**config.mk**
```make
export PLATFORM = sky130hd
export DESIGN_NAME = arp_receive_and_resolve_table
export DESIGN_NICKNAME = d
export VERILOG_FILES = /design/src/rtl/arprr_pkg.sv /design/src/rtl/arprr_table.sv /design/src/rtl/arp_receive_and_resolve_table.sv
export SDC_FILE = /design/constraint.sdc
export NUM_CORES = 1
export LEC_CHECK = 0
export BUFFER_PORTS_ARGS = -buffer_cell sky130_fd_sc_hd__clkbuf_2
export CORE_MARGIN = 2
export CORE_UTILIZATION = 36
export CTS_BUF_LIST = sky130_fd_sc_hd__clkbuf_4 sky130_fd_sc_hd__clkbuf_8
export CTS_CLUSTER_SIZE = 10
export DETAILED_ROUTE_END_ITERATION = 8
export PLACE_DENSITY_LB_ADDON = 0.2
export RECOVER_POWER = 50
export SLEW_MARGIN = 25
export SYNTH_ARGS = -nofsm -noshare
export SYNTH_HDL_FRONTEND = slang
export SYNTH_HIERARCHICAL = 1
export SYNTH_SLANG_ARGS = --single-unit
```
**constraint.sdc**
```tcl
create_clock -name aclk -period 32.7 [get_ports aclk]
set_input_delay 6.54 -clock aclk [delete_from_list [all_inputs] [get_ports aclk]]
set_output_delay 6.54 -clock aclk [all_outputs]
set_load 0.01 [all_outputs]
```
**src/rtl/arprr_pkg.sv**
```systemverilog
// ----------------------------------------------------------------------------
// arprr_pkg
// Types and codes shared by the ARP receive path and its resolution table.
// ----------------------------------------------------------------------------
package arprr_pkg;

    typedef enum logic [3:0] {
        ST_REPLY       = 4'd0,
        ST_BAD_HW      = 4'd1,
        ST_BAD_PROTO   = 4'd2,
        ST_MALFORMED   = 4'd3,
        ST_NOT_FOR_US  = 4'd4,
        ST_UNSOLICITED = 4'd5,
        ST_RESOLVED    = 4'd6,
        ST_UNKNOWN_OP  = 4'd7,
        ST_INSERTED    = 4'd8,
        ST_FULL        = 4'd9
    } status_t;

    typedef enum logic [1:0] {
        FSM_IDLE,
        FSM_EVAL,
        FSM_SCAN,
        FSM_DONE
    } fsm_state_t;

    typedef enum logic {
        CMD_PACKET = 1'b0,
        CMD_INSERT = 1'b1
    } cmd_t;

    // one table slot: reachable flag above the IPv4 address
    typedef struct packed {
        logic        reachable;
        logic [31:0] ip;
    } slot_t;

    localparam logic [15:0] HW_ETHERNET = 16'h0001;
    localparam logic [15:0] PROTO_IPV4  = 16'h0800;
    localparam logic [7:0]  HW_LEN      = 8'd6;
    localparam logic [7:0]  PROTO_LEN   = 8'd4;
    localparam logic [15:0] OP_REQUEST  = 16'd1;
    localparam logic [15:0] OP_REPLY    = 16'd2;

    // register index, taken from paddr[3]
    localparam logic REG_OWN_MAC = 1'b0;
    localparam logic REG_OWN_IP  = 1'b1;

endpackage

```
**src/rtl/arprr_table.sv**
```systemverilog
// ----------------------------------------------------------------------------
// arprr_table
// Resolution table store: one write port, one registered read port.
// ----------------------------------------------------------------------------
module arprr_table #(
    parameter int unsigned TABLE_ENTRIES = 16,
    localparam int unsigned IDX_W = $clog2(TABLE_ENTRIES)
) (
    input  logic                  aclk,
    input  logic                  wr_en,
    input  logic [IDX_W-1:0]      wr_addr,
    input  arprr_pkg::slot_t      wr_data,
    input  logic [IDX_W-1:0]      rd_addr,
    output arprr_pkg::slot_t      rd_data
);

    arprr_pkg::slot_t mem [TABLE_ENTRIES];
    arprr_pkg::slot_t rd_data_reg;

    always_ff @(posedge aclk) begin
        if (wr_en) begin
            mem[wr_addr] <= wr_data;
        end
        rd_data_reg <= mem[rd_addr];
    end

    assign rd_data = rd_data_reg;

endmodule

```
**src/rtl/arp_receive_and_resolve_table.sv**
```systemverilog
// ----------------------------------------------------------------------------
// arp_receive_and_resolve_table
// Checks parsed ARP packets, builds reply fields for requests to own_ip,
// resolves incomplete table entries on replies and inserts new entries.
// ----------------------------------------------------------------------------
// Inserts and packets other than ARP replies go from FSM_EVAL straight to
// FSM_DONE; ARP replies with a non-empty table first pass through FSM_SCAN,
// the newest-to-oldest scan through the table's single read port.
// s_axis_tready is low while a request is in progress. Reset clears control
// state and slots_used; table contents are undefined until written and need
// no clearing pass.
// ----------------------------------------------------------------------------
module arp_receive_and_resolve_table #(
    parameter int unsigned TABLE_ENTRIES = 16,
    localparam int unsigned IDX_W = $clog2(TABLE_ENTRIES),
    localparam int unsigned SU_W  = $clog2(TABLE_ENTRIES + 1)
) (
    input  logic         aclk,
    input  logic         aresetn,

    // hw_type, net_type, hw_len, proto_len, operation,
    // sender_mac, sender_ip, tgt_ip, lookup_ip
    input  logic [207:0] s_axis_tdata,
    // cmd
    input  logic [0:0]   s_axis_tuser,
    input  logic         s_axis_tvalid,
    output logic         s_axis_tready,

    // reply_dest_mac, reply_sender_mac, reply_sender_ip, reply_target_mac,
    // reply_tgt_ip, entry_index, resolved_mac, 4 bits zero pad
    output logic [263:0] m_axis_tdata,
    // status
    output logic [3:0]   m_axis_tuser,
    output logic         m_axis_tvalid,
    input  logic         m_axis_tready,

    input  logic         psel,
    input  logic         penable,
    input  logic         pwrite,
    input  logic [3:0]   paddr,
    input  logic [63:0]  pwdata,
    output logic [63:0]  prdata,
    output logic         pready
);

    // configuration
    logic [47:0] own_mac_reg;
    logic [31:0] own_ip_reg;

    assign pready = 1'b1;

    always_ff @(posedge aclk) begin
        if (!aresetn) begin
            own_mac_reg <= '0;
            own_ip_reg  <= '0;
        end else if (psel && penable && pwrite) begin
            case (paddr[3])
                arprr_pkg::REG_OWN_MAC: own_mac_reg <= pwdata[47:0];
                arprr_pkg::REG_OWN_IP:  own_ip_reg  <= pwdata[31:0];
                default: ;
            endcase
        end
    end

    always_comb begin
        case (paddr[3])
            arprr_pkg::REG_OWN_MAC: prdata = {16'd0, own_mac_reg};
            arprr_pkg::REG_OWN_IP:  prdata = {32'd0, own_ip_reg};
            default:                prdata = '0;
        endcase
    end

    // captured request
    arprr_pkg::cmd_t in_cmd_reg;
    logic [15:0] in_hw_type_reg;
    logic [15:0] in_net_type_reg;
    logic [7:0]  in_hw_len_reg;
    logic [7:0]  in_proto_len_reg;
    logic [15:0] in_op_reg;
    logic [47:0] in_sender_mac_reg;
    logic [31:0] in_sender_ip_reg;
    logic [31:0] in_tgt_ip_reg;
    logic [31:0] in_lookup_ip_reg;

    always_ff @(posedge aclk) begin
        if (s_axis_tvalid && s_axis_tready) begin
            in_cmd_reg        <= arprr_pkg::cmd_t'(s_axis_tuser[0]);
            in_hw_type_reg    <= s_axis_tdata[15:0];
            in_net_type_reg   <= s_axis_tdata[31:16];
            in_hw_len_reg     <= s_axis_tdata[39:32];
            in_proto_len_reg  <= s_axis_tdata[47:40];
            in_op_reg         <= s_axis_tdata[63:48];
            in_sender_mac_reg <= s_axis_tdata[111:64];
            in_sender_ip_reg  <= s_axis_tdata[143:112];
            in_tgt_ip_reg     <= s_axis_tdata[175:144];
            in_lookup_ip_reg  <= s_axis_tdata[207:176];
        end
    end

    // sequencer
    arprr_pkg::fsm_state_t state_reg, state_next;
    logic [SU_W-1:0]  slots_used_reg, slots_used_next;
    logic [IDX_W-1:0] scan_idx_reg, scan_idx_next;
    logic             issue_done_reg, issue_done_next;
    logic [IDX_W-1:0] chk_idx_reg, chk_idx_next;
    logic             chk_valid_reg, chk_valid_next;
    arprr_pkg::status_t res_status_reg, res_status_next;
    logic [IDX_W-1:0] res_idx_reg, res_idx_next;

    logic             tbl_wr_en;
    logic [IDX_W-1:0] tbl_wr_addr;
    arprr_pkg::slot_t tbl_wr_data;
    logic [IDX_W-1:0] tbl_rd_addr;
    arprr_pkg::slot_t tbl_rd_data;
    logic [SU_W-1:0]  newest;
    logic             out_free;
    logic             out_load;

    assign newest        = slots_used_reg - 1'b1;
    assign out_free      = !m_axis_tvalid || m_axis_tready;
    assign s_axis_tready = (state_reg == arprr_pkg::FSM_IDLE);
    assign tbl_rd_addr   = scan_idx_reg;

    always_comb begin
        state_next      = state_reg;
        slots_used_next = slots_used_reg;
        scan_idx_next   = scan_idx_reg;
        issue_done_next = issue_done_reg;
        chk_idx_next    = chk_idx_reg;
        chk_valid_next  = 1'b0;
        res_status_next = res_status_reg;
        res_idx_next    = res_idx_reg;
        tbl_wr_en       = 1'b0;
        tbl_wr_addr     = slots_used_reg[IDX_W-1:0];
        tbl_wr_data     = '{reachable: 1'b0, ip: in_lookup_ip_reg};
        out_load        = 1'b0;

        case (state_reg)
            arprr_pkg::FSM_IDLE: begin
                if (s_axis_tvalid) begin
                    state_next = arprr_pkg::FSM_EVAL;
                end
            end

            arprr_pkg::FSM_EVAL: begin
                state_next   = arprr_pkg::FSM_DONE;
                res_idx_next = '0;
                if (in_cmd_reg == arprr_pkg::CMD_INSERT) begin
                    if (slots_used_reg == SU_W'(TABLE_ENTRIES)) begin
                        res_status_next = arprr_pkg::ST_FULL;
                    end else begin
                        tbl_wr_en       = 1'b1;
                        res_status_next = arprr_pkg::ST_INSERTED;
                        res_idx_next    = slots_used_reg[IDX_W-1:0];
                        slots_used_next = slots_used_reg + 1'b1;
                    end
                end else if (in_hw_type_reg != arprr_pkg::HW_ETHERNET) begin
                    res_status_next = arprr_pkg::ST_BAD_HW;
                end else if (in_net_type_reg != arprr_pkg::PROTO_IPV4) begin
                    res_status_next = arprr_pkg::ST_BAD_PROTO;
                end else if (in_proto_len_reg != arprr_pkg::PROTO_LEN ||
                             in_hw_len_reg != arprr_pkg::HW_LEN) begin
                    res_status_next = arprr_pkg::ST_MALFORMED;
                end else if (in_op_reg == arprr_pkg::OP_REQUEST) begin
                    if (in_tgt_ip_reg != own_ip_reg) begin
                        res_status_next = arprr_pkg::ST_NOT_FOR_US;
                    end else begin
                        res_status_next = arprr_pkg::ST_REPLY;
                    end
                end else if (in_op_reg == arprr_pkg::OP_REPLY) begin
                    res_status_next = arprr_pkg::ST_UNSOLICITED;
                    if (slots_used_reg != '0) begin
                        state_next      = arprr_pkg::FSM_SCAN;
                        scan_idx_next   = newest[IDX_W-1:0];
                        issue_done_next = 1'b0;
                    end
                end else begin
                    res_status_next = arprr_pkg::ST_UNKNOWN_OP;
                end
            end

            arprr_pkg::FSM_SCAN: begin
                if (chk_valid_reg && tbl_rd_data.ip == in_sender_ip_reg) begin
                    state_next = arprr_pkg::FSM_DONE;
                    if (!tbl_rd_data.reachable) begin
                        tbl_wr_en       = 1'b1;
                        tbl_wr_addr     = chk_idx_reg;
                        tbl_wr_data     = '{reachable: 1'b1, ip: in_sender_ip_reg};
                        res_status_next = arprr_pkg::ST_RESOLVED;
                        res_idx_next    = chk_idx_reg;
                    end
                end else if (chk_valid_reg && chk_idx_reg == '0) begin
                    state_next = arprr_pkg::FSM_DONE;
                end else begin
                    chk_valid_next = !issue_done_reg;
                    chk_idx_next   = scan_idx_reg;
                    if (scan_idx_reg == '0) begin
                        issue_done_next = 1'b1;
                    end else begin
                        scan_idx_next = scan_idx_reg - 1'b1;
                    end
                end
            end

            arprr_pkg::FSM_DONE: begin
                if (out_free) begin
                    out_load   = 1'b1;
                    state_next = arprr_pkg::FSM_IDLE;
                end
            end

            default: begin
                state_next = arprr_pkg::FSM_IDLE;
            end
        endcase
    end

    always_ff @(posedge aclk) begin
        if (!aresetn) begin
            state_reg      <= arprr_pkg::FSM_IDLE;
            slots_used_reg <= '0;
            issue_done_reg <= 1'b0;
            chk_valid_reg  <= 1'b0;
        end else begin
            state_reg      <= state_next;
            slots_used_reg <= slots_used_next;
            issue_done_reg <= issue_done_next;
            chk_valid_reg  <= chk_valid_next;
        end
    end

    always_ff @(posedge aclk) begin
        scan_idx_reg   <= scan_idx_next;
        chk_idx_reg    <= chk_idx_next;
        res_status_reg <= res_status_next;
        res_idx_reg    <= res_idx_next;
    end

    arprr_table #(
        .TABLE_ENTRIES(TABLE_ENTRIES)
    ) u_table (
        .aclk    (aclk),
        .wr_en   (tbl_wr_en),
        .wr_addr (tbl_wr_addr),
        .wr_data (tbl_wr_data),
        .rd_addr (tbl_rd_addr),
        .rd_data (tbl_rd_data)
    );

    // output register
    logic        out_valid_reg;
    logic [3:0]  out_status_reg;
    logic [47:0] out_dest_mac_reg;
    logic [47:0] out_snd_mac_reg;
    logic [31:0] out_snd_ip_reg;
    logic [47:0] out_tgt_mac_reg;
    logic [31:0] out_tgt_ip_reg;
    logic [3:0]  out_index_reg;
    logic [47:0] out_res_mac_reg;
    logic        is_reply;
    logic        is_indexed;

    assign is_reply   = (res_status_reg == arprr_pkg::ST_REPLY);
    assign is_indexed = (res_status_reg == arprr_pkg::ST_RESOLVED) ||
                        (res_status_reg == arprr_pkg::ST_INSERTED);

    always_ff @(posedge aclk) begin
        if (!aresetn) begin
            out_valid_reg <= 1'b0;
        end else if (out_load) begin
            out_valid_reg <= 1'b1;
        end else if (m_axis_tready) begin
            out_valid_reg <= 1'b0;
        end
    end

    always_ff @(posedge aclk) begin
        if (out_load) begin
            out_status_reg   <= res_status_reg;
            out_dest_mac_reg <= is_reply ? in_sender_mac_reg : 48'd0;
            out_snd_mac_reg  <= is_reply ? own_mac_reg : 48'd0;
            out_snd_ip_reg   <= is_reply ? in_tgt_ip_reg : 32'd0;
            out_tgt_mac_reg  <= is_reply ? in_sender_mac_reg : 48'd0;
            out_tgt_ip_reg   <= is_reply ? in_sender_ip_reg : 32'd0;
            out_index_reg    <= is_indexed ? 4'(res_idx_reg) : 4'd0;
            out_res_mac_reg  <= (res_status_reg == arprr_pkg::ST_RESOLVED) ?
                                in_sender_mac_reg : 48'd0;
        end
    end

    assign m_axis_tvalid = out_valid_reg;
    assign m_axis_tuser  = out_status_reg;
    assign m_axis_tdata  = {4'd0, out_res_mac_reg, out_index_reg, out_tgt_ip_reg,
                            out_tgt_mac_reg, out_snd_ip_reg, out_snd_mac_reg,
                            out_dest_mac_reg};

endmodule
```
==> impl_metrics.json <==
{
  "crit_path_end_kind": "primary output",
  "violations": "max-capacitance violations, max-slew violations",
  "dieArea_mm2": 0.1186,
  "timing.reg2reg.setup_slack_ps": 23590,
  "cap_violations": 19,
  "period_minus_slack_ps": 14370,
  "synth.distinct_cells": 55,
  "grt_pass1_wl_um": 154100,
  "setup_ws_ps": 18330,
  "nets": 3251,
  "synth_area_leaders": "edfxtp_1 (70%), mux4_2 (6.1%), dfxtp_1 (5.9%), and2_1 (3.3%), nand2_1 (1.9%)",
  "fp.dieH_um": 344.3,
  "clkSinkCount": 1092,
  "hold_viol": 0,
  "busiest_layer": "met2",
  "synth_top_family_by_area": "multiplexers",
  "ys_seq_area_frac": 0.7569,
  "numCtsBuffers": 184,
  "period_share": 0.4395,
  "peakVddDrop_uv": 54.98,
  "drtIter0Drc": 1544,
  "insertion_delay_ps": 840,
  "largest_register_ffs": 528,
  "grt_usage": 0.1797,
  "ys_top_cells_by_count": "edfxtp_1 (969), and2_1 (220), nand2_1 (214)",
  "grtUsageMet1": 0.2127,
  "clockRootBuffer": "clkbuf_8",
  "grt_max_degree": 147,
  "synth_compound_area_frac": 0.03130,
  "max-slew-margin-rel": -4.925,
  "dr.pass1.iters": 5,
  "synth_cells": 2313,
  "synth_xor_xnor_area_share": 0.01365,
  "setup_tns_ps": 0,
  "first_global_vias": 23145,
  "grt_antenna_before_repair": 20,
  "ctsResizeCount": 0,
  "dp_slack_ps": 18310,
  "synth_top_area_frac": 0.6978,
  "fill_cells": 10256,
  "port-buffer-count": 578,
  "synth_most_common_cell": "edfxtp_1",
  "hpwl_um": 66330,
  "largest-register": "u_table/mem",
  "drcViolationCount": 0,
  "num_vias": 22561,
  "clock_skew_ps": 40.24,
  "rsz0062_at_grt": "no",
  "synth_ff_type": "edfxtp_1",
  "syn_avg_cell_area_um2": 18.03,
  "regArea_mm2": 0.03156,
  "met2_usage": 0.3235,
  "multi_input_area_mm2": 0.008967,
  "worst_setup_path_start_kind": "input port",
  "cts_max_level": 4,
  "cp.required_ps": 26160,
  "synth_mux_area_frac": 0.09503,
  "post_drt_via_cell_ratio": 4.863,
  "cts.clk_slew.worst_paths_ps": 60,
  "wirelength_um": 108900,
  "postSynth.asyncResetShare": 0,
  "gp_congestion": 0.7943,
  "clockBufferDepth": 3,
  "post-cts-setup-buffers": 0,
  "drtAntennaViolNets": 0,
  "postCtsHoldBufs": 0,
  "routedWlPerCell_um": 23.47,
  "synth_edf_count": 969,
  "yosysWarnings": 6,
  "cp_max_fo": 51,
  "worst_hold_path_type": "reg2reg",
  "area_delta_synth_final_pct": 19.00,
  "die_x_um": 344.3,
  "ios": 619,
  "ys_ff_latch": 1092,
  "final-setup-viol-count": 0,
  "leakage_nw": 17.41,
  "use_met3": 0.03797,
  "syn_area_mm2": 0.04170,
  "hold_slack_ps": 432.0,
  "yosys.area_share.simple": 0.07270,
  "power_density_mw_per_mm2": 76.82,
  "placementRows": 124,
  "synth_area_leader_cell": "edfxtp_1",
  "start_util": 0.3637,
  "max_freq_mhz": 69.58,
  "status": "finished with violations",
  "arrival_ps": 7830,
  "finalMaxSlewViolations": 765,
  "core_mm2": 0.1147,
  "drive_gt1_frac": 0.3480,
  "critPathKind": "in2out",
  "final_core_util": 0.4328,
  "tightest_slew_ps": 8887,
  "cts_tree": "yes",
  "synthAdderAreaFrac": 0.002100,
  "overflow": 0
}
==> power by group <==
part | leakage, nW | total (mW) | internal, mW | switching [mW]
clock | 2.10 | 1.27 | 0.716 | 0.555
sequential | 9.77 | 1.81 | 1.74 | 0.0745
combinational | 5.55 | 0.731 | 0.312 | 0.420
total | 17.4 | 3.81 | 2.76 | 1.05
==> critical path, stage by stage <==
cell      delay [ps]
clkbuf_2          80
buf_4            600
mux2_2           450
clkbuf_2         140
==> final timing paths <==
check	from	endpoint	cells after the start
worst max-delay path	paddr[3]	prdata[20]	4
worst max register to register	in_sender_ip_reg[28]	u_table/mem[15][20]	10
worst min register to register	issue_done_reg	chk_valid_reg	1
worst min-delay path	issue_done_reg	chk_valid_reg	1
==> layout make-up <==
cell class	count	share of cell area
antenna	9	0.0004539
clock buffer	283	0.07017
clock inverter	61	0.009481
inverter	16	0.001210
multi-input combinational	1049	0.1807
sequential	1092	0.6360
tap	1512	0.03812
timing repair buffer	617	0.06382
==> routing by layer <==
metal	part of all wire	routed length [µm]
met5	0.00012	13
met4	0.025	2766
met3	0.056	6091
met2	0.53	57510
met1	0.39	42500
==> through the flow <==
step	total power, mW	cell area [µm²]	cells
2_1_floorplan	2.309	41770	2332
4_1_cts	3.822	49820	4629
6_report	3.812	49620	4639
3_3_place_gp	2.517	45870	4285
5_1_grt	3.992	49610	4635
3_5_place_dp	2.535	45870	4285
==> placed cells by master (no fill, tap or decap), drive strengths merged, types with 13 or more instances in the layout <==
cell and count:
edfxtp 969, clkbuf 879, and2 221, nand2 214, mux4 132, dfxtp 123
a21boi 81, mux2 68, a22oi 66, xnor2 54, clkinv 43, nor2 30
inv 26, nor2b 24, nand4 22, conb 21, buf 21, nor4 17
nor3 13, nand2b 13
==> cell families (layout without fill, tap and decap cells) <==
group / Yosys count / in the layout
DFF: 1092 / 1092
and+or+nand+nor: 575 / 575
muxes: 204 / 204
buffers and inverters: 191 / 977
AOI/OAI and AO/OA: 177 / 177
xor gates and xnor gates: 65 / 65
adders and majority gates: 7 / 7
other: 2 / 30
(Power assumes the default switching activity.)
